**src/design/bmffa_pkg.sv**
```systemverilog
`default_nettype none

package bmffa_pkg;

  // Default heap depth in bytes and the heap size taken at reset
  localparam int HEAP_BYTES_DEF = 1024;
  localparam int RESET_SIZE     = 1024;

  // Field widths fixed by the stream format
  localparam int SizeW   = 11;
  localparam int OffsetW = 10;

  // One status entry per heap byte: bit 0 busy, bit 1 busy and not block end
  typedef logic [1:0] map_entry_t;

  localparam map_entry_t MAP_FREE = 2'd0;
  localparam map_entry_t MAP_END  = 2'd1;
  localparam map_entry_t MAP_MORE = 2'd3;

  // Request kinds
  localparam logic OP_ALLOC = 1'b0;
  localparam logic OP_FREE  = 1'b1;

  // Response codes
  typedef logic [1:0] resp_code_t;

  localparam resp_code_t RESP_ALLOCATED = 2'd0;
  localparam resp_code_t RESP_FAILED    = 2'd1;
  localparam resp_code_t RESP_FREED     = 2'd2;
  localparam resp_code_t RESP_IGNORED   = 2'd3;

  // Control strobes from the sequencer to the map memory
  typedef struct packed {
    logic       rd_en;
    logic       wr_en;
    map_entry_t wr_data;
  } map_ctl_t;

endpackage

`default_nettype wire

```
**src/design/bmffa_map.sv**
```systemverilog
`default_nettype none

module bmffa_map #(
  parameter int Depth = bmffa_pkg::HEAP_BYTES_DEF,
  localparam int AddrW = $clog2(Depth)
) (
  input  wire                      clk_i,
  input  wire bmffa_pkg::map_ctl_t ctl_i,
  input  wire [AddrW-1:0]          wr_addr_i,
  input  wire [AddrW-1:0]          rd_addr_i,
  output bmffa_pkg::map_entry_t    rd_data_o
);

  import bmffa_pkg::*;

  map_entry_t mem_q [Depth];
  map_entry_t rd_data_q;

  always_ff @(posedge clk_i) begin
    if (ctl_i.wr_en) begin
      mem_q[wr_addr_i] <= ctl_i.wr_data;
    end
  end

  // Registered read, one address per cycle
  always_ff @(posedge clk_i) begin
    if (ctl_i.rd_en) begin
      rd_data_q <= mem_q[rd_addr_i];
    end
  end

  assign rd_data_o = rd_data_q;

endmodule

`default_nettype wire

```
**src/design/byte_map_first_fit_allocator_core.sv**
```systemverilog
`default_nettype none

// First-fit byte-map heap allocator.
// Requests come in on the s_axis channel: tuser carries the kind (allocate or
// free), tdata the request size and the block offset. Each request yields one
// response on the m_axis channel: tuser carries the response code, tdata the
// granted offset (zero unless the allocation succeeded). The cfg channel
// writes the heap size in bytes; a write clamps it to 1..HEAP_BYTES and
// clears the whole map.
// The map walk runs on one shared position counter and one single-port-read
// map memory, one heap byte per cycle:
//   allocate: search for a free run from the hint, then mark the block,
//             then move the hint past busy bytes when the block sat on it;
//   free:     clear marks up to the block end or the last heap byte;
//             rejected requests of either kind go straight to the response.
// One request is in flight at a time; s_axis_tready_o is high only between
// requests. A new request is taken while the previous response still waits
// in the output register.
// After reset and after each heap size write, a clearing pass over the map
// zeroes every entry, during which no request is taken (cfg writes still
// are). If the receiver stalls, the finished response waits and the block
// holds before loading the next one.

module byte_map_first_fit_allocator_core #(
  parameter int HEAP_BYTES = bmffa_pkg::HEAP_BYTES_DEF
) (
  input  wire                           clk_i,
  input  wire                           rst_ni,
  // request: [10:0] request_size, [21:11] block_offset, zero pad
  input  wire                           s_axis_tvalid_i,
  output logic                          s_axis_tready_o,
  input  wire [23:0]                    s_axis_tdata_i,
  // request: [0] operation
  input  wire [0:0]                     s_axis_tuser_i,
  // response: [9:0] granted_offset, zero pad
  output logic                          m_axis_tvalid_o,
  input  wire                           m_axis_tready_i,
  output logic [15:0]                   m_axis_tdata_o,
  // response: [1:0] status
  output logic [1:0]                    m_axis_tuser_o,
  // heap size write
  input  wire                           cfg_valid_i,
  output logic                          cfg_ready_o,
  input  wire [bmffa_pkg::SizeW-1:0]    cfg_data_i
);

  import bmffa_pkg::*;

  localparam int AddrW = $clog2(HEAP_BYTES);
  localparam int PosW  = $clog2(HEAP_BYTES + 1);
  localparam int ExtW  = (PosW > SizeW) ? PosW : SizeW;

  localparam logic [ExtW-1:0] HeapMax  = ExtW'(HEAP_BYTES);
  localparam logic [ExtW-1:0] LastAddr = ExtW'(HEAP_BYTES - 1);
  localparam logic [ExtW-1:0] ResetHeap =
    (RESET_SIZE > HEAP_BYTES) ? ExtW'(HEAP_BYTES) : ExtW'(RESET_SIZE);

  localparam logic [2:0] S_CLEAR = 3'd0;
  localparam logic [2:0] S_IDLE  = 3'd1;
  localparam logic [2:0] S_SRCH  = 3'd2;
  localparam logic [2:0] S_MARK  = 3'd3;
  localparam logic [2:0] S_HINT  = 3'd4;
  localparam logic [2:0] S_FREE  = 3'd5;
  localparam logic [2:0] S_RESP  = 3'd6;

  logic [2:0]         state_q, state_d;
  logic [ExtW-1:0]    pos_q, pos_d;
  logic [ExtW-1:0]    start_q, start_d;
  logic [ExtW-1:0]    end_q, end_d;
  logic [ExtW-1:0]    found_q, found_d;
  logic [ExtW-1:0]    hint_q, hint_d;
  logic [ExtW-1:0]    heap_q, heap_d;
  logic [ExtW-1:0]    req_q, req_d;
  logic               walk_hint_q, walk_hint_d;
  resp_code_t         res_status_q, res_status_d;
  logic [OffsetW-1:0] res_offset_q, res_offset_d;
  logic               m_valid_q, m_valid_d;
  resp_code_t         m_status_q, m_status_d;
  logic [OffsetW-1:0] m_offset_q, m_offset_d;

  map_ctl_t           map_ctl;
  logic [AddrW-1:0]   map_wr_addr;
  logic [AddrW-1:0]   map_rd_addr;
  map_entry_t         map_rd_data;

  logic [ExtW-1:0]    in_req;
  logic [ExtW-1:0]    in_at;
  logic [ExtW-1:0]    cfg_ext;
  logic [ExtW-1:0]    pos_inc;
  logic [ExtW-1:0]    found_inc;
  logic [ExtW-1:0]    start_now;
  logic               in_heap;

  assign in_req    = ExtW'(s_axis_tdata_i[SizeW-1:0]);
  assign in_at     = ExtW'(s_axis_tdata_i[2*SizeW-1:SizeW]);
  assign cfg_ext   = ExtW'(cfg_data_i);
  assign pos_inc   = pos_q + ExtW'(1);
  assign found_inc = found_q + ExtW'(1);
  assign in_heap   = pos_q < heap_q;
  assign start_now = (found_q == '0) ? pos_q : start_q;

  always_comb begin
    state_d      = state_q;
    pos_d        = pos_q;
    start_d      = start_q;
    end_d        = end_q;
    found_d      = found_q;
    hint_d       = hint_q;
    heap_d       = heap_q;
    req_d        = req_q;
    walk_hint_d  = walk_hint_q;
    res_status_d = res_status_q;
    res_offset_d = res_offset_q;
    m_valid_d    = m_valid_q;
    m_status_d   = m_status_q;
    m_offset_d   = m_offset_q;

    map_ctl.rd_en   = 1'b0;
    map_ctl.wr_en   = 1'b0;
    map_ctl.wr_data = MAP_FREE;
    map_wr_addr     = pos_q[AddrW-1:0];
    // read one byte ahead so the walk keeps one byte per cycle
    map_rd_addr     = pos_inc[AddrW-1:0];

    if (m_valid_q && m_axis_tready_i) begin
      m_valid_d = 1'b0;
    end

    unique case (state_q)
      S_CLEAR: begin
        map_ctl.wr_en = 1'b1;
        pos_d = pos_inc;
        if (pos_q == LastAddr) begin
          state_d = S_IDLE;
        end
      end

      S_IDLE: begin
        if (s_axis_tvalid_i) begin
          res_offset_d = '0;
          if (s_axis_tuser_i[0] == OP_FREE) begin
            if (in_at >= heap_q) begin
              res_status_d = RESP_IGNORED;
              state_d = S_RESP;
            end else begin
              map_ctl.rd_en = 1'b1;
              map_rd_addr = in_at[AddrW-1:0];
              pos_d = in_at;
              if (in_at < hint_q) begin
                hint_d = in_at;
              end
              state_d = S_FREE;
            end
          end else begin
            if (in_req == '0 || in_req > heap_q || hint_q >= heap_q) begin
              res_status_d = RESP_FAILED;
              state_d = S_RESP;
            end else begin
              map_ctl.rd_en = 1'b1;
              map_rd_addr = hint_q[AddrW-1:0];
              pos_d = hint_q;
              start_d = hint_q;
              found_d = '0;
              req_d = in_req;
              state_d = S_SRCH;
            end
          end
        end
      end

      // rd data holds the entry at pos_q; fail past the heap end, else extend or restart the free run
      S_SRCH: begin
        map_ctl.rd_en = 1'b1;
        pos_d = pos_inc;
        if (!in_heap) begin
          res_status_d = RESP_FAILED;
          state_d = S_RESP;
        end else if (!map_rd_data[0]) begin
          start_d = start_now;
          found_d = found_inc;
          if (found_inc == req_q) begin
            end_d = pos_q;
            pos_d = start_now;
            walk_hint_d = (start_now == hint_q);
            state_d = S_MARK;
          end
        end else begin
          found_d = '0;
        end
      end

      // write the block; the read register keeps the byte after the block
      S_MARK: begin
        map_ctl.wr_en = 1'b1;
        map_ctl.wr_data = (pos_q == end_q) ? MAP_END : MAP_MORE;
        pos_d = pos_inc;
        if (pos_q == end_q) begin
          res_status_d = RESP_ALLOCATED;
          res_offset_d = start_q[OffsetW-1:0];
          state_d = walk_hint_q ? S_HINT : S_RESP;
        end
      end

      // advance the hint past busy bytes
      S_HINT: begin
        map_ctl.rd_en = 1'b1;
        if (in_heap && map_rd_data[0]) begin
          pos_d = pos_inc;
        end else begin
          hint_d = pos_q;
          state_d = S_RESP;
        end
      end

      // drop marks up to the end of the block or the last heap byte
      S_FREE: begin
        map_ctl.rd_en = 1'b1;
        map_ctl.wr_en = 1'b1;
        if (map_rd_data[1] && pos_inc < heap_q) begin
          pos_d = pos_inc;
        end else begin
          res_status_d = RESP_FREED;
          state_d = S_RESP;
        end
      end

      S_RESP: begin
        if (!m_valid_q || m_axis_tready_i) begin
          m_valid_d  = 1'b1;
          m_status_d = res_status_q;
          m_offset_d = res_offset_q;
          state_d    = S_IDLE;
        end
      end

      default: begin
        state_d = S_CLEAR;
        pos_d   = '0;
      end
    endcase

    // heap size write: clamp, reset the hint, restart the clearing pass
    if (cfg_valid_i) begin
      if (cfg_ext == '0) begin
        heap_d = ExtW'(1);
      end else if (cfg_ext > HeapMax) begin
        heap_d = HeapMax;
      end else begin
        heap_d = cfg_ext;
      end
      hint_d  = '0;
      pos_d   = '0;
      state_d = S_CLEAR;
    end
  end

  always_ff @(posedge clk_i or negedge rst_ni) begin
    if (!rst_ni) begin
      state_q   <= S_CLEAR;
      pos_q     <= '0;
      hint_q    <= '0;
      heap_q    <= ResetHeap;
      m_valid_q <= 1'b0;
    end else begin
      state_q   <= state_d;
      pos_q     <= pos_d;
      hint_q    <= hint_d;
      heap_q    <= heap_d;
      m_valid_q <= m_valid_d;
    end
  end

  always_ff @(posedge clk_i) begin
    start_q      <= start_d;
    end_q        <= end_d;
    found_q      <= found_d;
    req_q        <= req_d;
    walk_hint_q  <= walk_hint_d;
    res_status_q <= res_status_d;
    res_offset_q <= res_offset_d;
    m_status_q   <= m_status_d;
    m_offset_q   <= m_offset_d;
  end

  bmffa_map #(
    .Depth(HEAP_BYTES)
  ) u_map (
    .clk_i     (clk_i),
    .ctl_i     (map_ctl),
    .wr_addr_i (map_wr_addr),
    .rd_addr_i (map_rd_addr),
    .rd_data_o (map_rd_data)
  );

  assign s_axis_tready_o = (state_q == S_IDLE);
  assign m_axis_tvalid_o = m_valid_q;
  assign m_axis_tdata_o  = 16'(m_offset_q);
  assign m_axis_tuser_o  = m_status_q;
  assign cfg_ready_o     = 1'b1;

`ifndef SYNTHESIS
  a_resp_from_seq: assert property (@(posedge clk_i) disable iff (!rst_ni)
    $rose(m_valid_q) |-> $past(state_q) == S_RESP)
    else $error("response raised outside the response state");

  a_hint_in_heap: assert property (@(posedge clk_i) disable iff (!rst_ni)
    state_q == S_IDLE |-> hint_q <= heap_q)
    else $error("free hint beyond heap size");

  a_heap_range: assert property (@(posedge clk_i) disable iff (!rst_ni)
    heap_q != '0 && heap_q <= HeapMax)
    else $error("heap size out of range");

  a_run_short: assert property (@(posedge clk_i) disable iff (!rst_ni)
    state_q == S_SRCH |-> found_q < req_q)
    else $error("search run reached request size without marking");

  a_offset_zero: assert property (@(posedge clk_i) disable iff (!rst_ni)
    m_valid_q && m_status_q != RESP_ALLOCATED |-> m_offset_q == '0)
    else $error("nonzero offset on a response without allocation");
`endif

endmodule

`default_nettype wire

```
**config.mk**
```make
export PLATFORM = sky130hd
export DESIGN_NAME = byte_map_first_fit_allocator_core
export DESIGN_NICKNAME = d
export VERILOG_FILES = /design/src/design/bmffa_pkg.sv /design/src/design/bmffa_map.sv /design/src/design/byte_map_first_fit_allocator_core.sv
export SDC_FILE = /design/constraint.sdc
export NUM_CORES = 2
export LEC_CHECK = 0
export BUFFER_PORTS_ARGS = -buffer_cell sky130_fd_sc_hd__buf_2
export CELL_PAD_IN_SITES_DETAIL_PLACEMENT = 1
export CELL_PAD_IN_SITES_GLOBAL_PLACEMENT = 1
export CORE_ASPECT_RATIO = 0.6
export CORE_MARGIN = 2
export CORE_UTILIZATION = 40
export DETAILED_ROUTE_END_ITERATION = 8
export PLACE_DENSITY_LB_ADDON = 0.1
export SLEW_MARGIN = 20
export SYNTH_ARGS = -nofsm -noshare
export SYNTH_HDL_FRONTEND = slang
export SYNTH_SLANG_ARGS = --single-unit
```
**constraint.sdc**
```tcl
create_clock -name clk_i -period 57.5 [get_ports clk_i]
set_input_delay 5.75 -clock clk_i [delete_from_list [all_inputs] [get_ports clk_i]]
set_output_delay 5.75 -clock clk_i [all_outputs]
set_load 0.02 [all_outputs]
```
Yosys cells after proc, flatten, opt, wreduce, memory -nomap -nowiden

Memory sizes are Yosys's and may differ from the RTL's. A register that Yosys moved wholly into a read port is not among the register bits.
Cells that the tools add are included.

Flip-flop bits (word level): 106
Bits in writable memories: 2048
Input port bits: 41
Output and inout port bits: 21
Word-level logic and storage cells: 167
Memories kept: 1

Memory list:

| memory      | depth | bits a word | rd ports | clocked after memory_dff | wr ports | line            | source |
|---|---|---|---|---|---|---|---|
| u_map.mem_q | 1024  | 2           | 1        | 1                        | 1        | bmffa_map.sv:16 | `map_entry_t mem_q [Depth];` |

$add $sub $neg: 2
Magnitude comparators: 7
Equal/unequal tests: 36
Multiplexer cells: 76
Bitwise operators: 3
Reductions and logical operators: 28

Operators with widths:

| kind                                                                     | count |
|---|---|
| 11-bit 2-to-1 mux                                                        | 28 |
| 10-bit 2-to-1 mux                                                        | 7 |
| 11-bit case mux with 2 select lines                                      | 3 |
| 11-bit case mux with 6 select lines                                      | 1 |
| 3-bit 2-to-1 mux                                                         | 12 |
| 11-bit == test                                                           | 3 |
| 11-bit logical NOT                                                       | 3 |
| 11-bit < comparator                                                      | 3 |
| 3-bit inequality test (second input constant)                            | 8 |
| 11-bit by 1-bit adder with 11-bit output (second input constant)         | 2 |
| 11-bit >= comparator                                                     | 2 |
| 2-bit 2-to-1 mux                                                         | 11 |
| 3-bit case mux with 7 select lines                                       | 1 |
| 10-bit case mux with 2 select lines                                      | 1 |
| 2-bit inequality test (second input constant)                            | 9 |
| 6-bit AND reduction                                                      | 3 |
| 4-bit inequality test (second input constant)                            | 4 |
| 11-bit by 10-bit == test with 1-bit output (second input constant)       | 1 |
| 11-bit > comparator                                                      | 1 |
| 11-bit > comparator (second input constant)                              | 1 |
| 1-bit 2-to-1 mux                                                         | 10 |
| 3-bit == test (second input constant)                                    | 3 |
| 3-bit by 1-bit inequality test with 1-bit output (second input constant) | 3 |
| 2-bit case mux with 4 select lines                                       | 1 |
| 20 further kinds                                                         | 31 |

Depth between registers and ports, before layout

Depth in word-level cells: 8
Gate-level depth with buffers: 22
Gate-level depth less buffers: 17

By module

From an unflattened synthesis, not the netlist that was laid out.

Cells, all modules: 5595
Area total of the unflattened synthesis: 91550.3 µm²

By module, submodules not included:

| module                            | instances | cells each | area an instance (µm²) | sequential area each (µm²) |
|---|---|---|---|---|
| bmffa_map                         | 1         | 4793       | 83777.8                | 61559.0 |
| byte_map_first_fit_allocator_core | 1         | 802        | 7772.5                 | 2999.1 |

Worst setup path before layout

OpenSTA, ideal clock, no wires.

Path kind: reg2reg
Start point: register state_q[0]
End point: memory u_map.mem_q[0][1] (netlist bit), data pin
Arrival: 25.776 ns
Required time: 55.432 ns
Slack: 29.656 ns
Cell stages (with the launch flop): 6
Clock period less this slack: 27.844 ns
Path through: dfrtp_1 -> clkbuf_1 -> nor2b_1 -> and2_1 -> nand2_1 -> inv_1

RTL lines:

| element                | line                                     | source |
|---|---|---|
| from (decl)            | byte_map_first_fit_allocator_core.sv:66  | `logic [2:0] state_q, state_d;` |
| from (signal assigned) | byte_map_first_fit_allocator_core.sv:265 | `state_q <= state_d;` |
| to (decl)              | bmffa_map.sv:16                          |  |

Worst setup path in the final report

Start point: input port s_axis_tdata_i[20]
End point: register u_map.rd_data_q[0], in the netlist u_map.rd_data_o[0], read port of u_map.mem_q, data pin

Cells in the longest elaborated chain, start to end: 5
Elaborated cells between the ends (all ways): 9
Classes of those cells: 1 x order compare; 8 x mux

RTL lines:

| element                                                                 | line                                     | source |
|---|---|---|
| from (decl)                                                             | byte_map_first_fit_allocator_core.sv:32  | `input wire [23:0] s_axis_tdata_i,` |
| 11-bit >= comparator                                                    | byte_map_first_fit_allocator_core.sv:142 | `if (in_at >= heap_q) begin` |
| 1-bit 2-to-1 mux or 10-bit 2-to-1 mux (tied branches)                   | byte_map_first_fit_allocator_core.sv:142 |  |
| 1-bit 2-to-1 mux or 10-bit 2-to-1 mux (tied branches)                   | byte_map_first_fit_allocator_core.sv:141 | `if (s_axis_tuser_i[0] == OP_FREE) begin` |
| 1-bit 2-to-1 mux or 10-bit 2-to-1 mux (tied branches)                   | byte_map_first_fit_allocator_core.sv:139 | `if (s_axis_tvalid_i) begin` |
| 1-bit case mux with 2 select lines or 10-bit 2-to-1 mux (tied branches) | byte_map_first_fit_allocator_core.sv:129 | `unique case (state_q)` |
| to (decl)                                                               | bmffa_map.sv:17                          | `map_entry_t rd_data_q;` |

Parallel ways exist; a longest one is shown, timed or not.
A chain may end at the register's enable or synchronous reset.

==> impl_metrics.toml <==
[outcome]
outcome = "completed"

[logic_synthesis]
synth_seq_area_share = 0.702
ys.warnings.count = 0
synth-main-ff-cell = "edfxtp_1"
ys_async_sr_fraction = 0.0172
yosys_register_bits = 2156
yosysUniqueCellTypes = 94
synthMostInstantiatedCell = "edfxtp_1"
synthDominantCellAreaShare = 0.692
yosys-top-cells-count = "edfxtp_1 (2119), nand2_1 (1254), nor2_1 (1121)"
synth_top_area_cell = "edfxtp_1"
post_synth.cell_area_avg_um2 = 13.0
synthTopCellsByArea = "edfxtp_1 (69%), nand2_1 (5.1%), nor2_1 (4.6%)"
synth_edf_count = 2119
netlist_instances = 7070
netlist_area_um2 = 92000

[route]
final_wirelength_um = 355000
wire_per_inst_um = 34.8
detailedRoute.firstPassIterationCount = 6
route.antenna.remaining_nets = 0
met3_length_um = 38000
drtIter0Drc = 9315
vias = 62512
routed.top_layer = "met5"
drc = 0
dr_wl_met2_um = 148000
vias_per_cell = 6.13
routedLengthMet1_um = 161000

[power_and_ir_drop]
netSwitchingPower_mw = 1.92
powerDensity_nw_per_um2 = 46.9
irDropWorstVdd_v = 0.0000644
comb_power_share = 0.352
cell_internal_pwr_mw = 2.88
p_leak_nw = 35.2
p_sw_frac = 0.400
power_frac_clock = 0.289
power_frac_seq = 0.359

[critical_path]
critical_path.slowest_cell = "buf_4"
critical-path-max-stage-delay_ns = 0.74
timing.critical_path.cells = "buf_2 -> ha_1 -> a2111oi_0 -> o21ai_1 -> a21oi_2 -> a21o_2 -> nand4_1 -> o211a_1 -> buf_4 -> nand2_4 -> buf_4 -> buf_4 -> buf_12 -> buf_4 -> mux4_2 -> and3_1 -> a31oi_1 -> nand4_1 -> o31a_1 -> nor4_1 -> nor4_1"
critical-path-top-cell-by-count = "buf_4"
worst_ep_arrival_time_ns = 14.32
critPathKind = "primary input to flip-flop"
critPathLaunchType = "primary input"
endpoint_kind = "flip-flop"
critical_path.max_fanout = 88
worst_ep_required_time_ns = 58.07

[final_layout]
layout-drive-gt1-share = 0.107
n_fill_cell = 23187
layout.nets = 7099
flow.area_growth_from_synthesis_pct = 11.1

[clock_network]
cts_resized = 0
cts_made_buffers = 212
cts_tree = "built"
worst_skew_pair.late_latency_ns = 0.91
cts_hold_buf = 0
cts.repair_timing.setup_buffer_count = 0
root_buffer = "clkbuf_16"
maximum_count_of_clock_buffers_along_a_single_path = 4
cts.clk_slew.worst_paths_ns = 0.06
htree_levels = 4
cts.sink_count = 2156

[die]
chipWidth_um = 623
initial_utilization = 0.402
core_region_area_um2 = 229000
fp-row-count = 136
i_o_pin_cnt = 62
die_y_um = 376
fp.dieArea_um2 = 234000

[global_route]
grt_max_degree = 192
grtUsageTotal = 0.298
antenna_found_initial = 30
vias_in_the_first_global_route = 61055
global_route_wire_length_before_repair_um = 492000
globalRoute.totalOverflow = 0

[timing]
finalHoldViolCount = 0
unrepaired_setup_endpoints_after_global_routing = "false"
fin_hold_ws_ns = 0.422
fmaxAchievable_mhz = 72.7
finalMaxSlewViolations = 0
fin_tns_setup_ns = 0
finalCriticalPeriod_ns = 13.75
final-setup-viol-count = 0
timing_worst_slew_pin_value_ns = 1.31
timing.clock.skew_ns = 0.0508
period_share = 0.239
relative_slew_slack = 0.119

[job]
max_cap_violations = 0

[placed_design]
quantity_of_i_o_buffers_inserted_on_ports = 52
place_congestion = 0.852
post-dp-hpwl_um = 203000

[min_path]
worst_hold_path_type = "flip-flop to flip-flop"
-- cells in the final DEF, fill, tap and decap left out, types with 36 or more instances in the layout --
cell type     n
mux2i_1     200
clkbuf_16   213
mux4_2      127
a22oi_1      52
clkinv_1     39
nand3_1     474
o21ai_0      86
and3_1       43
ha_1         69
nor2_1     1107
a21oi_1     131
edfxtp_1   2119
a32oi_1      99
clkbuf_1     58
a31oi_1      66
buf_4       183
nand2_1    1217
buf_2        52
nand4_1     108
inv_1        55
dfrtp_1      36
-- worst paths after layout --
path / depth (start not counted) / end / startpoint / slack, ns
worst max-delay path: 21 / u_map.rd_data_o[0] / s_axis_tdata_i[20] / 43.75
worst min-delay path: 0 / m_offset_q[7] / res_offset_q[7] / 0.42
worst max register to register: 21 / u_map.rd_data_o[0] / hint_q[0] / 47.95
worst min register to register: 0 / m_offset_q[7] / res_offset_q[7] / 0.42
max in group asynchronous: 2 / pos_q[8] / rst_ni / 52.02
min in group asynchronous: 2 / heap_q[7] / rst_ni / 4.97
-- layer usage --
metal  GRT usage  vias up
met5           0        -
met4      0.0614        4
met3      0.0699      391
met2       0.422     3131
met1       0.465    33045
li1            -    25941
-- registers in the layout (all words and copies together), names as in the netlist --
signal	flops
start_q	11
walk_hint_q	1
m_axis_tuser_o	2
req_q	11
res_offset_q	10
m_axis_tvalid_o	1
u_map.mem_q	2048
hint_q	11
u_map.rd_data_o	2
res_status_q	2
found_q	11
end_q	11
m_offset_q	10
heap_q	11
state_q	3
pos_q	11
-- layout make-up --
type                    instances  area [um2]  share of cell area
flip-flops and latches       2156       64600               0.631
clock inverters               105         950             0.00929
multi-input cells            4313       25200               0.246
well taps                    3036        3800              0.0371
diodes                          8        20.0            0.000196
repair buffers                250        1930              0.0188
inverters                      56         218             0.00213
clock buffers                 274        5590              0.0547
-- through the flow --
stage | total power, mW | cell area, um2 | worst slack, ns | util | cells
floorplan | 2.66 | 92000 | 29.66 | - | 7075
global placement | 3.40 | 95700 | 43.14 | 0.418 | 9811
detailed placement | 3.41 | 95700 | 43.03 | 0.418 | 9811
CTS | 4.78 | 102000 | 43.97 | 0.447 | 10190
global route | 4.93 | 102000 | 43.56 | 0.447 | 10190
finish | 4.80 | 102000 | 43.75 | 0.447 | 10198
-- power by group through the flow --
stage	clock network [mW]	logic, mW	registers [mW]
after floorplan	0	0.899	1.76
after global placement	0	1.65	1.76
after detailed placement	0	1.66	1.76
after CTS	1.40	1.66	1.72
after global routing	1.46	1.75	1.72
final	1.38	1.69	1.72
-- critical path: cells and delay by family --
family | cells | cell delay (ns)
AND/OR/NAND/NOR | 6 | 2.12
adder cells (fa/ha/maj) | 1 | 0.32
multiplexers | 1 | 0.42
buffers and inverters | 6 | 3.13
AO/OA/AOI/OAI | 7 | 2.33
-- cells by family after synthesis --
group / share of synthesized area
AOI/OAI and AO/OA: 0.0544
DFF: 0.702
adders and majority gates: 0.00949
other: 0.0000816
buffers and inverters: 0.0296
muxes: 0.0573
xor gates and xnor gates: 0.00485
and+or+nand+nor: 0.143
Power figures use the tool's default switching activity.
